**src/hdl/imzp_pkg.sv**
```systemverilog
// Shared types, widths, register codes and element adjust function
// for the int8 matmul block. No dependencies.
`timescale 1ns / 1ps

package imzp_pkg;

   localparam int ELEM_W      = 8;
   localparam int VAL_W       = 10;
   localparam int PROD_W      = 20;
   localparam int ACC_W       = 32;
   localparam int OFS_W       = 9;
   localparam int DIM_W       = 4;
   localparam int INNER_IDX_W = 6;
   localparam int ROW_W       = 3;
   localparam int COL_W       = 3;
   localparam int CSR_ADDR_W  = 3;
   localparam int CSR_DATA_W  = 9;

   typedef enum logic [CSR_ADDR_W-1:0] {
      CSR_ROWS_A      = 3'd0,
      CSR_INNER_LEN   = 3'd1,
      CSR_COLS_B      = 3'd2,
      CSR_A_IS_SIGNED = 3'd3,
      CSR_B_IS_SIGNED = 3'd4,
      CSR_A_OFFSET    = 3'd5,
      CSR_B_OFFSET    = 3'd6
   } csr_index_type;

   // Operand handed from cell to cell
   typedef struct packed {
      logic                          valid;
      logic signed [VAL_W-1:0]       a_val;
      logic [INNER_IDX_W-1:0]        idx;
      logic                          first;
      logic                          last;
   } tok_type;

   typedef struct packed {
      logic                          is_signed;
      logic [OFS_W-1:0]              offset;
   } elem_cfg_type;

   typedef struct packed {
      logic                          en;
      logic [COL_W-1:0]              col;
      logic [INNER_IDX_W-1:0]        idx;
      logic [ELEM_W-1:0]             data;
   } bwr_type;

   typedef struct packed {
      logic                          shift;
   } cell_ctrl_type;

   typedef struct packed {
      logic                          done;
   } cell_stat_type;

   // Read a raw byte as int8 or uint8 and subtract the zero point
   function automatic logic signed [VAL_W-1:0] adjust_elem(
      input logic [ELEM_W-1:0] raw,
      input logic              is_signed,
      input logic [OFS_W-1:0]  offset
   );
      logic signed [VAL_W-1:0] v;
      logic signed [VAL_W-1:0] z;
      v = is_signed ? {{(VAL_W-ELEM_W){raw[ELEM_W-1]}}, raw}
                    : {{(VAL_W-ELEM_W){1'b0}}, raw};
      z = {{(VAL_W-OFS_W){offset[OFS_W-1]}}, offset};
      return v - z;
   endfunction

endpackage

```
**src/hdl/imzp_channels.sv**
```systemverilog
// Valid/ready channel interfaces for the int8 matmul block.
// Depends on imzp_pkg for field widths.
`timescale 1ns / 1ps

interface imzp_req_if;
   logic                              valid;
   logic                              ready;
   logic                              op;
   logic [imzp_pkg::ELEM_W-1:0]       elem_byte;

   modport source(output valid, op, elem_byte, input ready);
   modport sink(input valid, op, elem_byte, output ready);
endinterface

interface imzp_rsp_if;
   logic                              valid;
   logic                              ready;
   logic signed [imzp_pkg::ACC_W-1:0] product_value;
   logic [imzp_pkg::ROW_W-1:0]        out_row;
   logic [imzp_pkg::COL_W-1:0]        out_col;
   logic                              is_last;

   modport source(output valid, product_value, out_row, out_col, is_last, input ready);
   modport sink(input valid, product_value, out_row, out_col, is_last, output ready);
endinterface

```
**src/hdl/imzp_cell.sv**
```systemverilog
// One column cell of the matmul chain: holds one column of B, multiplies
// the passing A operand and accumulates. Depends on imzp_pkg.
`timescale 1ns / 1ps

module imzp_cell #(
   parameter int MAX_INNER = 8,
   parameter int COL       = 0
) (
   input  logic                                clock,
   input  logic                                reset,
   input  imzp_pkg::elem_cfg_type              bcfg,
   input  imzp_pkg::bwr_type                   bwr,
   input  imzp_pkg::cell_ctrl_type             ctrl,
   input  imzp_pkg::tok_type                   tok_in,
   output imzp_pkg::tok_type                   tok_out,
   input  logic signed [imzp_pkg::ACC_W-1:0]   res_in,
   output logic signed [imzp_pkg::ACC_W-1:0]   res_out,
   output imzp_pkg::cell_stat_type             stat
);

   localparam int IW = (MAX_INNER > 1) ? $clog2(MAX_INNER) : 1;

   logic [imzp_pkg::ELEM_W-1:0]         col_mem [MAX_INNER];
   logic [imzp_pkg::ELEM_W-1:0]         b_rd_ff;
   imzp_pkg::tok_type                   tok_ff;
   logic signed [imzp_pkg::VAL_W-1:0]   b_adj;
   logic signed [imzp_pkg::PROD_W-1:0]  prod_ff;
   logic                                v2_ff;
   logic                                first2_ff;
   logic                                last2_ff;
   logic signed [imzp_pkg::ACC_W-1:0]   res_ff;
   logic                                done_ff;

   always_ff @(posedge clock) begin
      if (bwr.en && (bwr.col == imzp_pkg::COL_W'(COL))) begin
         col_mem[bwr.idx[IW-1:0]] <= bwr.data;
      end
      b_rd_ff <= col_mem[tok_in.idx[IW-1:0]];
   end

   assign b_adj = imzp_pkg::adjust_elem(b_rd_ff, bcfg.is_signed, bcfg.offset);

   always_ff @(posedge clock) begin
      if (reset) begin
         tok_ff.valid <= 1'b0;
         v2_ff        <= 1'b0;
         done_ff      <= 1'b0;
      end else begin
         tok_ff    <= tok_in;
         v2_ff     <= tok_ff.valid;
         first2_ff <= tok_ff.first;
         last2_ff  <= tok_ff.last;
         prod_ff   <= $signed(tok_ff.a_val) * b_adj;
         done_ff   <= v2_ff && last2_ff;
      end
   end

   // Drain shifts results toward cell zero; otherwise accumulate
   always_ff @(posedge clock) begin
      if (ctrl.shift) begin
         res_ff <= res_in;
      end else if (v2_ff) begin
         res_ff <= first2_ff ? imzp_pkg::ACC_W'(prod_ff)
                             : res_ff + imzp_pkg::ACC_W'(prod_ff);
      end
   end

   assign tok_out   = tok_ff;
   assign res_out   = res_ff;
   assign stat.done = done_ff;

endmodule

```
**src/hdl/int8_matmul_zero_point.sv**
```systemverilog
// Top level of the quantized int8 matmul block: load sequencer, A store,
// cell chain and result register. Depends on imzp_pkg, imzp_channels, imzp_cell.
`timescale 1ns / 1ps

// Usage:
//  req channel: one beat per element, op 0 for A and op 1 for B, row-major.
//  Beats are taken one per cycle while loading; A beats beyond M*K are dropped.
//  The beat that completes B starts computation; req ready stays low until the
//  whole M x N result matrix has been handed to the output register.
//  Per row of A: its K elements are issued into the cell chain and pass through
//  it (one hop per cell plus read, multiply and accumulate stages), then N result
//  beats follow, one per cycle while rsp ready is high.
//  rsp channel: one beat per result in row-major order, is_last on the final.
//  A registered output stage holds a stalled beat; the drain waits for it.
//  csr port: write rows_a, inner_len or cols_b only while idle; such a write
//  restarts loading. Offsets and signedness apply when results are computed.
//  Reset: synchronous; dimensions go to 8, offsets and signedness to 0, load
//  counts to 0. The A and B stores are not cleared.

module int8_matmul_zero_point #(
   parameter int MAX_ROWS  = 8,
   parameter int MAX_INNER = 8,
   parameter int MAX_COLS  = 8
) (
   input  logic                                clock,
   input  logic                                reset,
   imzp_req_if.sink                            req_bus,
   imzp_rsp_if.source                          rsp_bus,
   input  logic                                csr_wr_en,
   input  logic [imzp_pkg::CSR_ADDR_W-1:0]     csr_addr,
   input  logic [imzp_pkg::CSR_DATA_W-1:0]     csr_wr_data
);

   localparam int A_DEPTH = MAX_ROWS * MAX_INNER;
   localparam int B_DEPTH = MAX_INNER * MAX_COLS;
   localparam int A_AW    = (A_DEPTH > 1) ? $clog2(A_DEPTH) : 1;
   localparam int A_CW    = $clog2(A_DEPTH + 1);
   localparam int B_CW    = $clog2(B_DEPTH + 1);
   localparam int M_W     = $clog2(MAX_ROWS + 1);
   localparam int K_W     = $clog2(MAX_INNER + 1);
   localparam int N_W     = $clog2(MAX_COLS + 1);
   localparam int K_IW    = (MAX_INNER > 1) ? $clog2(MAX_INNER) : 1;
   localparam int TIW     = imzp_pkg::INNER_IDX_W;
   localparam int DW      = imzp_pkg::DIM_W;

   typedef enum logic [1:0] {
      ST_LOAD,
      ST_RUN,
      ST_WAIT,
      ST_DRAIN
   } state_type;

   state_type                               state_ff;

   logic [DW-1:0]                           rows_a_ff;
   logic [DW-1:0]                           inner_ff;
   logic [DW-1:0]                           cols_ff;
   logic                                    a_signed_ff;
   logic                                    b_signed_ff;
   logic [imzp_pkg::OFS_W-1:0]              a_ofs_ff;
   logic [imzp_pkg::OFS_W-1:0]              b_ofs_ff;

   logic [A_CW-1:0]                         a_cnt_ff;
   logic [B_CW-1:0]                         b_cnt_ff;
   logic [TIW-1:0]                          b_row_ff;
   logic [imzp_pkg::COL_W-1:0]              b_col_ff;

   logic [imzp_pkg::ROW_W-1:0]              r_ff;
   logic [K_IW-1:0]                         i_ff;
   logic [imzp_pkg::COL_W-1:0]              c_ff;
   logic [A_AW-1:0]                         a_addr_ff;

   logic                                    tok_v_ff;
   logic [TIW-1:0]                          tok_idx_ff;
   logic                                    tok_first_ff;
   logic                                    tok_last_ff;

   logic [imzp_pkg::ELEM_W-1:0]             a_mem [A_DEPTH];
   logic [imzp_pkg::ELEM_W-1:0]             a_rd_ff;

   logic                                    rsp_valid_ff;
   logic signed [imzp_pkg::ACC_W-1:0]       rsp_value_ff;
   logic [imzp_pkg::ROW_W-1:0]              rsp_row_ff;
   logic [imzp_pkg::COL_W-1:0]              rsp_col_ff;
   logic                                    rsp_last_ff;

   logic [M_W-1:0]                          m_dim;
   logic [K_W-1:0]                          k_dim;
   logic [N_W-1:0]                          n_dim;
   logic [A_CW-1:0]                         a_total;
   logic [B_CW-1:0]                         b_total;
   logic                                    req_fire;
   logic                                    a_room;
   logic                                    b_room;
   logic                                    a_wr_en;
   logic                                    b_done_now;
   logic                                    b_col_last;
   logic                                    i_last;
   logic                                    r_last;
   logic                                    c_last;
   logic                                    out_free;
   logic                                    chain_done;

   imzp_pkg::elem_cfg_type                  bcfg;
   imzp_pkg::bwr_type                       bwr;
   imzp_pkg::cell_ctrl_type                 ctrl;
   imzp_pkg::tok_type                       tok_chain [MAX_COLS+1];
   logic signed [imzp_pkg::ACC_W-1:0]       res_chain [MAX_COLS+1];
   imzp_pkg::cell_stat_type                 stat_chain [MAX_COLS];

   // Clamp the shape registers into range
   always_comb begin
      if (rows_a_ff == '0) begin
         m_dim = M_W'(1);
      end else if (32'(rows_a_ff) > MAX_ROWS) begin
         m_dim = M_W'(MAX_ROWS);
      end else begin
         m_dim = M_W'(rows_a_ff);
      end
      if (inner_ff == '0) begin
         k_dim = K_W'(1);
      end else if (32'(inner_ff) > MAX_INNER) begin
         k_dim = K_W'(MAX_INNER);
      end else begin
         k_dim = K_W'(inner_ff);
      end
      if (cols_ff == '0) begin
         n_dim = N_W'(1);
      end else if (32'(cols_ff) > MAX_COLS) begin
         n_dim = N_W'(MAX_COLS);
      end else begin
         n_dim = N_W'(cols_ff);
      end
   end

   assign a_total    = A_CW'(A_CW'(m_dim) * A_CW'(k_dim));
   assign b_total    = B_CW'(B_CW'(k_dim) * B_CW'(n_dim));
   assign req_fire   = req_bus.valid && req_bus.ready;
   assign a_room     = a_cnt_ff < a_total;
   assign b_room     = b_cnt_ff < b_total;
   assign a_wr_en    = req_fire && !req_bus.op && a_room;
   assign b_done_now = (b_cnt_ff + 1'b1) == b_total;
   assign b_col_last = (32'(b_col_ff) + 1) == 32'(n_dim);
   assign i_last     = (32'(i_ff) + 1) == 32'(k_dim);
   assign r_last     = (32'(r_ff) + 1) == 32'(m_dim);
   assign c_last     = (32'(c_ff) + 1) == 32'(n_dim);
   assign out_free   = !rsp_valid_ff || rsp_bus.ready;
   assign chain_done = stat_chain[MAX_COLS-1].done;

   assign req_bus.ready = (state_ff == ST_LOAD);

   assign bwr.en   = req_fire && req_bus.op && b_room;
   assign bwr.col  = b_col_ff;
   assign bwr.idx  = b_row_ff;
   assign bwr.data = req_bus.elem_byte;

   assign bcfg.is_signed = b_signed_ff;
   assign bcfg.offset    = b_ofs_ff;

   assign ctrl.shift = (state_ff == ST_DRAIN) && out_free;

   always_ff @(posedge clock) begin
      if (a_wr_en) begin
         a_mem[a_cnt_ff[A_AW-1:0]] <= req_bus.elem_byte;
      end
      a_rd_ff <= a_mem[a_addr_ff];
   end

   always_comb begin
      tok_chain[0].valid = tok_v_ff;
      tok_chain[0].a_val = imzp_pkg::adjust_elem(a_rd_ff, a_signed_ff, a_ofs_ff);
      tok_chain[0].idx   = tok_idx_ff;
      tok_chain[0].first = tok_first_ff;
      tok_chain[0].last  = tok_last_ff;
   end

   assign res_chain[MAX_COLS] = '0;

   for (genvar c = 0; c < MAX_COLS; c++) begin : g_cell
      imzp_cell #(
         .MAX_INNER (MAX_INNER),
         .COL       (c)
      ) u_cell (
         .clock   (clock),
         .reset   (reset),
         .bcfg    (bcfg),
         .bwr     (bwr),
         .ctrl    (ctrl),
         .tok_in  (tok_chain[c]),
         .tok_out (tok_chain[c+1]),
         .res_in  (res_chain[c+1]),
         .res_out (res_chain[c]),
         .stat    (stat_chain[c])
      );
   end

   always_ff @(posedge clock) begin
      if (reset) begin
         state_ff     <= ST_LOAD;
         rows_a_ff    <= DW'(8);
         inner_ff     <= DW'(8);
         cols_ff      <= DW'(8);
         a_signed_ff  <= 1'b0;
         b_signed_ff  <= 1'b0;
         a_ofs_ff     <= '0;
         b_ofs_ff     <= '0;
         a_cnt_ff     <= '0;
         b_cnt_ff     <= '0;
         b_row_ff     <= '0;
         b_col_ff     <= '0;
         r_ff         <= '0;
         i_ff         <= '0;
         c_ff         <= '0;
         a_addr_ff    <= '0;
         tok_v_ff     <= 1'b0;
         rsp_valid_ff <= 1'b0;
      end else begin
         tok_v_ff <= 1'b0;
         // Drop a taken beat unless the drain refills the stage this cycle
         if (rsp_valid_ff && rsp_bus.ready && !ctrl.shift) begin
            rsp_valid_ff <= 1'b0;
         end

         unique case (state_ff)
            ST_LOAD: begin
               if (req_fire) begin
                  if (!req_bus.op) begin
                     if (a_room) begin
                        a_cnt_ff <= a_cnt_ff + 1'b1;
                     end
                  end else if (b_room) begin
                     if (b_done_now) begin
                        a_cnt_ff  <= '0;
                        b_cnt_ff  <= '0;
                        b_row_ff  <= '0;
                        b_col_ff  <= '0;
                        r_ff      <= '0;
                        i_ff      <= '0;
                        a_addr_ff <= '0;
                        state_ff  <= ST_RUN;
                     end else begin
                        b_cnt_ff <= b_cnt_ff + 1'b1;
                        if (b_col_last) begin
                           b_col_ff <= '0;
                           b_row_ff <= b_row_ff + 1'b1;
                        end else begin
                           b_col_ff <= b_col_ff + 1'b1;
                        end
                     end
                  end
               end
            end
            ST_RUN: begin
               // Issue one A element of the current row per cycle
               tok_v_ff     <= 1'b1;
               tok_idx_ff   <= TIW'(i_ff);
               tok_first_ff <= (i_ff == '0);
               tok_last_ff  <= i_last;
               a_addr_ff    <= a_addr_ff + 1'b1;
               if (i_last) begin
                  i_ff     <= '0;
                  state_ff <= ST_WAIT;
               end else begin
                  i_ff <= i_ff + 1'b1;
               end
            end
            ST_WAIT: begin
               if (chain_done) begin
                  c_ff     <= '0;
                  state_ff <= ST_DRAIN;
               end
            end
            ST_DRAIN: begin
               if (out_free) begin
                  rsp_valid_ff <= 1'b1;
                  rsp_value_ff <= res_chain[0];
                  rsp_row_ff   <= r_ff;
                  rsp_col_ff   <= c_ff;
                  rsp_last_ff  <= r_last && c_last;
                  if (c_last) begin
                     if (r_last) begin
                        state_ff <= ST_LOAD;
                     end else begin
                        r_ff     <= r_ff + 1'b1;
                        state_ff <= ST_RUN;
                     end
                  end else begin
                     c_ff <= c_ff + 1'b1;
                  end
               end
            end
            default: begin
               state_ff <= ST_LOAD;
            end
         endcase

         if (csr_wr_en) begin
            unique case (imzp_pkg::csr_index_type'(csr_addr))
               imzp_pkg::CSR_ROWS_A: begin
                  rows_a_ff <= csr_wr_data[DW-1:0];
                  a_cnt_ff  <= '0;
                  b_cnt_ff  <= '0;
                  b_row_ff  <= '0;
                  b_col_ff  <= '0;
               end
               imzp_pkg::CSR_INNER_LEN: begin
                  inner_ff <= csr_wr_data[DW-1:0];
                  a_cnt_ff <= '0;
                  b_cnt_ff <= '0;
                  b_row_ff <= '0;
                  b_col_ff <= '0;
               end
               imzp_pkg::CSR_COLS_B: begin
                  cols_ff  <= csr_wr_data[DW-1:0];
                  a_cnt_ff <= '0;
                  b_cnt_ff <= '0;
                  b_row_ff <= '0;
                  b_col_ff <= '0;
               end
               imzp_pkg::CSR_A_IS_SIGNED: begin
                  a_signed_ff <= csr_wr_data[0];
               end
               imzp_pkg::CSR_B_IS_SIGNED: begin
                  b_signed_ff <= csr_wr_data[0];
               end
               imzp_pkg::CSR_A_OFFSET: begin
                  a_ofs_ff <= csr_wr_data;
               end
               imzp_pkg::CSR_B_OFFSET: begin
                  b_ofs_ff <= csr_wr_data;
               end
               default: begin
                  // drop writes to unused indexes
               end
            endcase
         end
      end
   end

   assign rsp_bus.valid         = rsp_valid_ff;
   assign rsp_bus.product_value = rsp_value_ff;
   assign rsp_bus.out_row       = rsp_row_ff;
   assign rsp_bus.out_col       = rsp_col_ff;
   assign rsp_bus.is_last       = rsp_last_ff;

endmodule

```
**src/flat_wrapper.sv**
```systemverilog
// flat-port wrapper written by rule: the top's interface ports become plain ports
module int8_matmul_zero_point_flat 
#(
   parameter int MAX_ROWS  = 8,
   parameter int MAX_INNER = 8,
   parameter int MAX_COLS  = 8
)
  (clock, reset, csr_wr_en, csr_addr, csr_wr_data, req_bus_valid, req_bus_op, req_bus_elem_byte, req_bus_ready, rsp_bus_valid, rsp_bus_product_value, rsp_bus_out_row, rsp_bus_out_col, rsp_bus_is_last, rsp_bus_ready);
  imzp_req_if req_bus_i ();
  imzp_rsp_if rsp_bus_i ();
  input  logic clock;
  input  logic reset;
  input  logic csr_wr_en;
  input  logic [imzp_pkg::CSR_ADDR_W-1:0] csr_addr;
  input  logic [imzp_pkg::CSR_DATA_W-1:0] csr_wr_data;
  input wire logic [$bits(req_bus_i.valid)-1:0] req_bus_valid;
  input wire logic [$bits(req_bus_i.op)-1:0] req_bus_op;
  input wire logic [$bits(req_bus_i.elem_byte)-1:0] req_bus_elem_byte;
  output wire logic [$bits(req_bus_i.ready)-1:0] req_bus_ready;
  output wire logic [$bits(rsp_bus_i.valid)-1:0] rsp_bus_valid;
  output wire logic [$bits(rsp_bus_i.product_value)-1:0] rsp_bus_product_value;
  output wire logic [$bits(rsp_bus_i.out_row)-1:0] rsp_bus_out_row;
  output wire logic [$bits(rsp_bus_i.out_col)-1:0] rsp_bus_out_col;
  output wire logic [$bits(rsp_bus_i.is_last)-1:0] rsp_bus_is_last;
  input wire logic [$bits(rsp_bus_i.ready)-1:0] rsp_bus_ready;
  assign req_bus_i.valid = req_bus_valid;
  assign req_bus_i.op = req_bus_op;
  assign req_bus_i.elem_byte = req_bus_elem_byte;
  assign req_bus_ready = req_bus_i.ready;
  assign rsp_bus_valid = rsp_bus_i.valid;
  assign rsp_bus_product_value = rsp_bus_i.product_value;
  assign rsp_bus_out_row = rsp_bus_i.out_row;
  assign rsp_bus_out_col = rsp_bus_i.out_col;
  assign rsp_bus_is_last = rsp_bus_i.is_last;
  assign rsp_bus_i.ready = rsp_bus_ready;
  int8_matmul_zero_point #(.MAX_ROWS(MAX_ROWS), .MAX_INNER(MAX_INNER), .MAX_COLS(MAX_COLS)) u_core (.clock(clock), .reset(reset), .req_bus(req_bus_i), .rsp_bus(rsp_bus_i), .csr_wr_en(csr_wr_en), .csr_addr(csr_addr), .csr_wr_data(csr_wr_data));
endmodule
```
**config.mk**
```make
export PLATFORM = sky130hd
export DESIGN_NAME = int8_matmul_zero_point_flat
export DESIGN_NICKNAME = d
export VERILOG_FILES = /design/src/hdl/imzp_pkg.sv /design/src/hdl/imzp_channels.sv /design/src/hdl/imzp_cell.sv /design/src/hdl/int8_matmul_zero_point.sv /design/src/flat_wrapper.sv
export SDC_FILE = /design/constraint.sdc
export NUM_CORES = 2
export LEC_CHECK = 0
export BUFFER_PORTS_ARGS = -buffer_cell sky130_fd_sc_hd__clkbuf_2
export CAP_MARGIN = 15
export CORE_MARGIN = 3
export CORE_UTILIZATION = 56
export DETAILED_ROUTE_END_ITERATION = 8
export GPL_TIMING_DRIVEN = 0
export PLACE_DENSITY = 0.76
export RECOVER_POWER = 25
export SYNTH_ARGS = -nofsm -noshare
export SYNTH_HDL_FRONTEND = slang
export SYNTH_HIERARCHICAL = 1
export SYNTH_SLANG_ARGS = --single-unit
```
**constraint.sdc**
```tcl
create_clock -name clock -period 8.2 [get_ports clock]
set_input_delay 0.82 -clock clock [delete_from_list [all_inputs] [get_ports clock]]
set_output_delay 0.82 -clock clock [all_outputs]
set_load 0.01 [all_outputs]
```
* Word level (Yosys, flattened, before mapping)
Memory sizes are Yosys's and may differ from the RTL's. A register that Yosys moved wholly into a read port is not among the register bits.
Index checks and enable logic that the tools add are counted.
W data, S select, Z words.
** Cells by class
- Reduce and logical (&&, ||, !) cells :: 53
- Mux-type cells :: 119
- $lt $le $gt $ge :: 5
- Add/sub/neg operators :: 29
- Equal/unequal tests :: 31
- Multipliers :: 10
- Bitwise gates (word level) :: 1
** Operator list (count)
- $mux W32 :: 22
- $add A32 B20 Y32 :: 8
- $mul A10 B10 Y20 :: 8
- $eq A32 B4 Y1 :: 4
- $mux W7 :: 15
- $mux W10 :: 9
- $sub A10 B9 Y10 :: 9
- $mux W6 :: 12
- $mux W3 :: 19
- $mux W4 :: 6
- $mux W1 :: 23
- $eq A3 B3 Y1 const B :: 7
- $reduce_bool A2 Y1 :: 10
- $logic_and A1 B1 Y1 :: 18
- $pmux W3 S2 :: 3
- $add A3 B1 Y4 const B :: 4
- $mux W2 :: 8
- $reduce_and A2 Y1 :: 8
- $reduce_and A8 Y1 :: 2
- $add A7 B1 Y7 const B :: 2
- $lt A7 B7 Y1 :: 2
- $mul A4 B4 Y7 :: 2
- $ne A2 B2 Y1 const B :: 7
- $add A3 B1 Y3 const B :: 4
- other kinds (20) :: 36
** Storage, ports and cells
- Logic and storage cells :: 341
- Memories :: 9
- Output and inout bits :: 41
- Bits in writable memories :: 1024
- Register bits after elaboration :: 663
** Memory list
- u_core.a_mem :: depth 64, width 8, read ports 1, clocked after memory_dff 1, write ports 1, line int8_matmul_zero_point.sv:78 : logic [imzp_pkg::ELEM_W-1:0] a_mem [A_DEPTH];
- u_core.g_cell[0].u_cell.col_mem :: depth 8, width 8, read ports 1, clocked after memory_dff 1, write ports 1, line imzp_cell.sv:23 : logic [imzp_pkg::ELEM_W-1:0] col_mem [MAX_INNER];
- u_core.g_cell[1].u_cell.col_mem :: depth 8, width 8, read ports 1, clocked after memory_dff 1, write ports 1, line imzp_cell.sv:23
- u_core.g_cell[2].u_cell.col_mem :: depth 8, width 8, read ports 1, clocked after memory_dff 1, write ports 1, line imzp_cell.sv:23
- u_core.g_cell[3].u_cell.col_mem :: depth 8, width 8, read ports 1, clocked after memory_dff 1, write ports 1, line imzp_cell.sv:23
- u_core.g_cell[4].u_cell.col_mem :: depth 8, width 8, read ports 1, clocked after memory_dff 1, write ports 1, line imzp_cell.sv:23
- 3 more memories

* Logic depth before layout (Yosys ltp)
- Word-level depth :: 12
- Mapped depth :: 30

* Cells and area by module
Netlist, hierarchy kept.
** By module, submodules not included
- int8_matmul_zero_point :: area each 26499.2 µm², sequential area each 18337.6 µm², cells an instance 1548, times used 1
- imzp_cell (u_core.g_cell[5].u_cell ...) :: area each 11394.7 µm², sequential area each 4304.1 µm², cells an instance 1019, times used 2
- imzp_cell (u_core.g_cell[2].u_cell) :: area each 11481.0 µm², sequential area each 4304.1 µm², cells an instance 1019, times used 1
- imzp_cell (u_core.g_cell[7].u_cell) :: area each 11462.2 µm², sequential area each 4304.1 µm², cells an instance 1026, times used 1
- imzp_cell (u_core.g_cell[4].u_cell) :: area each 11332.1 µm², sequential area each 4304.1 µm², cells an instance 1000, times used 1
- imzp_cell (u_core.g_cell[0].u_cell) :: area each 11287.1 µm², sequential area each 4304.1 µm², cells an instance 981, times used 1
- imzp_cell (u_core.g_cell[3].u_cell) :: area each 11270.8 µm², sequential area each 4304.1 µm², cells an instance 996, times used 1
- imzp_cell (u_core.g_cell[1].u_cell) :: area each 11245.8 µm², sequential area each 4304.1 µm², cells an instance 991, times used 1

* Worst setup path after synthesis
Ideal clock, no wire load.
- Path kind :: reg-to-reg
- Start :: register u_core/b_ofs_ff[1] in the netlist's numbering
- End :: register u_core/g_cell[0].u_cell/prod_ff[17] in the netlist's numbering (data pin)
- Library setup time :: 0.258 ns
- Arrival :: 7.069 ns
- Stages on the path, launching flop included :: 29
- Setup slack :: 0.873 ns
- Path through :: dfxtp_1 > inv_1 > ha_1 > nor2b_1 > o21ai_1 > nand2b_1 > a21o_1 > a21o_1 > a21o_1 > a21o_1 > a2111oi_0 > a21oi_1 > clkbuf_1 > or2_1 > fa_1 > fa_1 > inv_1 > fa_1 > fa_1 > inv_1 > fa_1 > inv_1 > ha_1 > or2_2 > nand3_1 > a31oi_1 > a21o_1 > a21oi_1 > xnor2_1
** Between the ends
- Longest elaborated chain between the ends :: 2
** RTL lines
- start, declared :: line int8_matmul_zero_point.sv:61 : logic [imzp_pkg::OFS_W-1:0] b_ofs_ff;
- start signal, assigned :: line int8_matmul_zero_point.sv:330 : b_ofs_ff <= csr_wr_data;
- $sub A10 B9 Y10 :: line imzp_pkg.sv:69 : return v - z;
- $mul A10 B10 Y20 :: line imzp_cell.sv:53 : prod_ff <= $signed(tok_ff.a_val) * b_adj;
- end signal, assigned :: line imzp_cell.sv:53
- end, declared :: line imzp_cell.sv:27 : logic signed [imzp_pkg::PROD_W-1:0] prod_ff;
Every way passes these cells.
A chain may end at the register's enable or synchronous reset.

* Worst setup path after layout
- Start :: register u_core/b_ofs_ff[2] in the netlist's numbering
- End :: register u_core/g_cell[2].u_cell/prod_ff[19] in the netlist's numbering (data pin)
** Between the ends
- Longest elaborated chain between the ends :: 2
** RTL lines (line)
- $sub A10 B9 Y10 :: imzp_pkg.sv:69
- $mul A10 B10 Y20 :: imzp_cell.sv:53
- end signal, assigned :: imzp_cell.sv:53
- end, declared :: imzp_cell.sv:27
Every way passes these cells.

==> flow_summary.json <==
{
  "critPathKind": "reg -> reg",
  "clockBufferDepth": 3,
  "layout_commonest_cell": "edfxtp_1",
  "finalPower_mw": 48.8,
  "fin_crit_sh_pct": 95.4,
  "clock_latency_ps": 850,
  "cts_tree": "yes",
  "io_buffer_count": 66,
  "setup_slack_ps": 376,
  "syn_to_final_growth_pct": 9.26,
  "fin_util_pct": 61.7,
  "antenna_found_initial": 14,
  "cp.required_ps": 8750,
  "die_w_microns": 461,
  "drt-initial-drc-count": 7552,
  "multi_input_area_sq_um": 59000,
  "wl_per_cell_microns": 23.4,
  "dieArea_sq_um": 213000,
  "rows": 166,
  "root_buffer": "clkbuf_16",
  "grt_pass1_vias": 78800,
  "register_area_sq_um": 51600,
  "grt_start_max_net_pins": 129,
  "drtPass1Iterations": 8,
  "syn_avg_cell_area_sq_um": 12.2,
  "grt_pass1_wl_mm": 459,
  "fill_cells": 15300,
  "vias": 77000,
  "critPathMaxStageDelay_ps": 550,
  "core_area_sq_um": 205000,
  "die_h_microns": 461,
  "cts_inserted_buffers": 180,
  "slew_headroom_pct": -328,
  "hpwl_mm": 220,
  "worstMarginPinSlew_ps": 6430,
  "cp-start-kind": "flop",
  "synthCells": 9538,
  "peakVddDrop_v": 0.000768,
  "holdBufCountCts": 0,
  "synth_area_sq_um": 116000,
  "fin_nets": 11400,
  "htree_levels": 4,
  "drv_slew": 792,
  "rsz0062_at_grt": "false",
  "leakagePower_nw": 50.2,
  "rrSetupSlack_ps": 380,
  "max_freq_ghz": 0.128,
  "finalSetupViolCount": 0,
  "wl_mm": 298,
  "viasPerCell": 6.05,
  "pin_count": 67,
  "grt_usage_pct": 28.2,
  "layout_common_cells": "1610 x edfxtp_1, 1186 x inv_1, 792 x nand2_1",
  "pre_cts_slack_ps": -64.9,
  "failed_checks": "capacitance limit, slew limit",
  "drive_gt1_share_pct": 10.5,
  "dp_cells": 12400,
  "cp_max_fo": 10,
  "crit_path_end_kind": "flop",
  "crit_arrival_ps": 8370,
  "crit_top_cell": "fa_1",
  "crit_slowest_cell": "fa_1",
  "final_cells": 12700,
  "final_hold_viol_count": 0,
  "clk_pin_slew_ps": 60,
  "power_density_nw_per_um2": 385,
  "initial_core_util_pct": 56.5,
  "place.gp.congestion": 0.951,
  "fin_crit_ps": 7820,
  "run_status": "complete, but fails checks",
  "crit_family": "adder cells",
  "cts.sinks": 1770,
  "drc": 0,
  "grt.overflow.total": 0,
  "drv_cap": 9,
  "fin_skew_ps": 60.0,
  "cp.buffers_inverters": 5,
  "hp-class": "in -> reg",
  "yosysWarnings": 6,
  "drtAntennaViolNets": 0
}
sequential cells by signal, indices dropped and copies added (netlist names), 7 cells and up:
| name | cells |
|---|---|
| u_core/a_mem | 512 |
| u_core/g_cell.u_cell/col_mem | 512 |
| u_core/g_cell.u_cell/res_out | 256 |
| u_core/g_cell.u_cell/prod_ff | 160 |
| u_core/g_cell.u_cell/tok_out | 125 |
| u_core/g_cell.u_cell/b_rd_ff | 64 |
| u_core/rsp_bus.product_value | 32 |
| u_core/a_ofs_ff | 9 |
| u_core/b_ofs_ff | 9 |
| u_core/a_rd_ff | 8 |
| u_core/g_cell.u_cell/first2_ff | 8 |
| u_core/g_cell.u_cell/v2_ff | 8 |
| u_core/a_cnt_ff | 7 |
| u_core/b_cnt_ff | 7 |
per-stage QoR:
stage	area [sq um]	setup TNS [ps]	hold WS (ps)
after floorplan	116000	0	400
after global placement	120000	-8020	406
after detailed placement	121000	-64.9	405
after CTS	127000	0	164
after global routing	127000	0	203
final	127000	0	223
tightest hold or removal path, cell delays in order:
cell and delay [ps]:
clkbuf_2 100, nand2_1 60, a21oi_1 50
metal layers:
| layer | global-route usage (%) | share of wire (%) | wire [microns] |
|---|---|---|---|
| met1 | 36.2 | 39 | 115000 |
| met2 | 46.3 | 48 | 142000 |
| met3 | 5.09 | 7.9 | 23500 |
| met4 | 14.2 | 5.6 | 16800 |
| met5 | 0 | 0.010 | 30 |
final cells by class:
| cell class | instances | area share, % |
|---|---|---|
| Buffer | 281 | 0.946 |
| Antenna cell | 10 | 0.0197 |
| Inverter | 1200 | 3.55 |
| Sequential cell | 1770 | 40.7 |
| Multi-Input combinational cell | 6318 | 46.5 |
| Clock buffer | 224 | 3.82 |
| Timing Repair Buffer | 112 | 0.889 |
| Tap cell | 2688 | 2.65 |
| Clock inverter | 112 | 0.933 |
report_power, final:
part | switching [mW] | internal [mW] | leakage, nW | total (mW)
Combinational | 15.9 | 12.2 | 31.3 | 28.2
Sequential | 0.593 | 11.8 | 16.0 | 12.4
Clock | 3.68 | 4.64 | 2.90 | 8.31
what timing repair did:
item / CTS / global route
endpoints found under the setup margin: 1 / 18
buffers inserted: 0 / 2
endpoints found under the hold margin: 0 / 0
resized for setup: 1 / 18
pin swaps: 0 / 2
worst paths after layout:
check | to | start | cells past startpoint
setup / recovery | u_core/g_cell[2].u_cell/prod_ff[19]$_DFFE_PN_ | u_core/b_ofs_ff[2]$_SDFFE_PP0P_ | 28
hold / removal | u_core/b_ofs_ff[8]$_SDFFE_PP0P_ | csr_wr_data[8] | 3
setup reg to reg | u_core/g_cell[2].u_cell/prod_ff[19]$_DFFE_PN_ | u_core/b_ofs_ff[2]$_SDFFE_PP0P_ | 28
hold reg to reg | u_core/g_cell[2].u_cell/tok_out[0]$_DFFE_PN_ | u_core/g_cell[1].u_cell/tok_out[0]$_DFFE_PN_ | 0
Note: power is estimated with default switching activity, not from simulation.
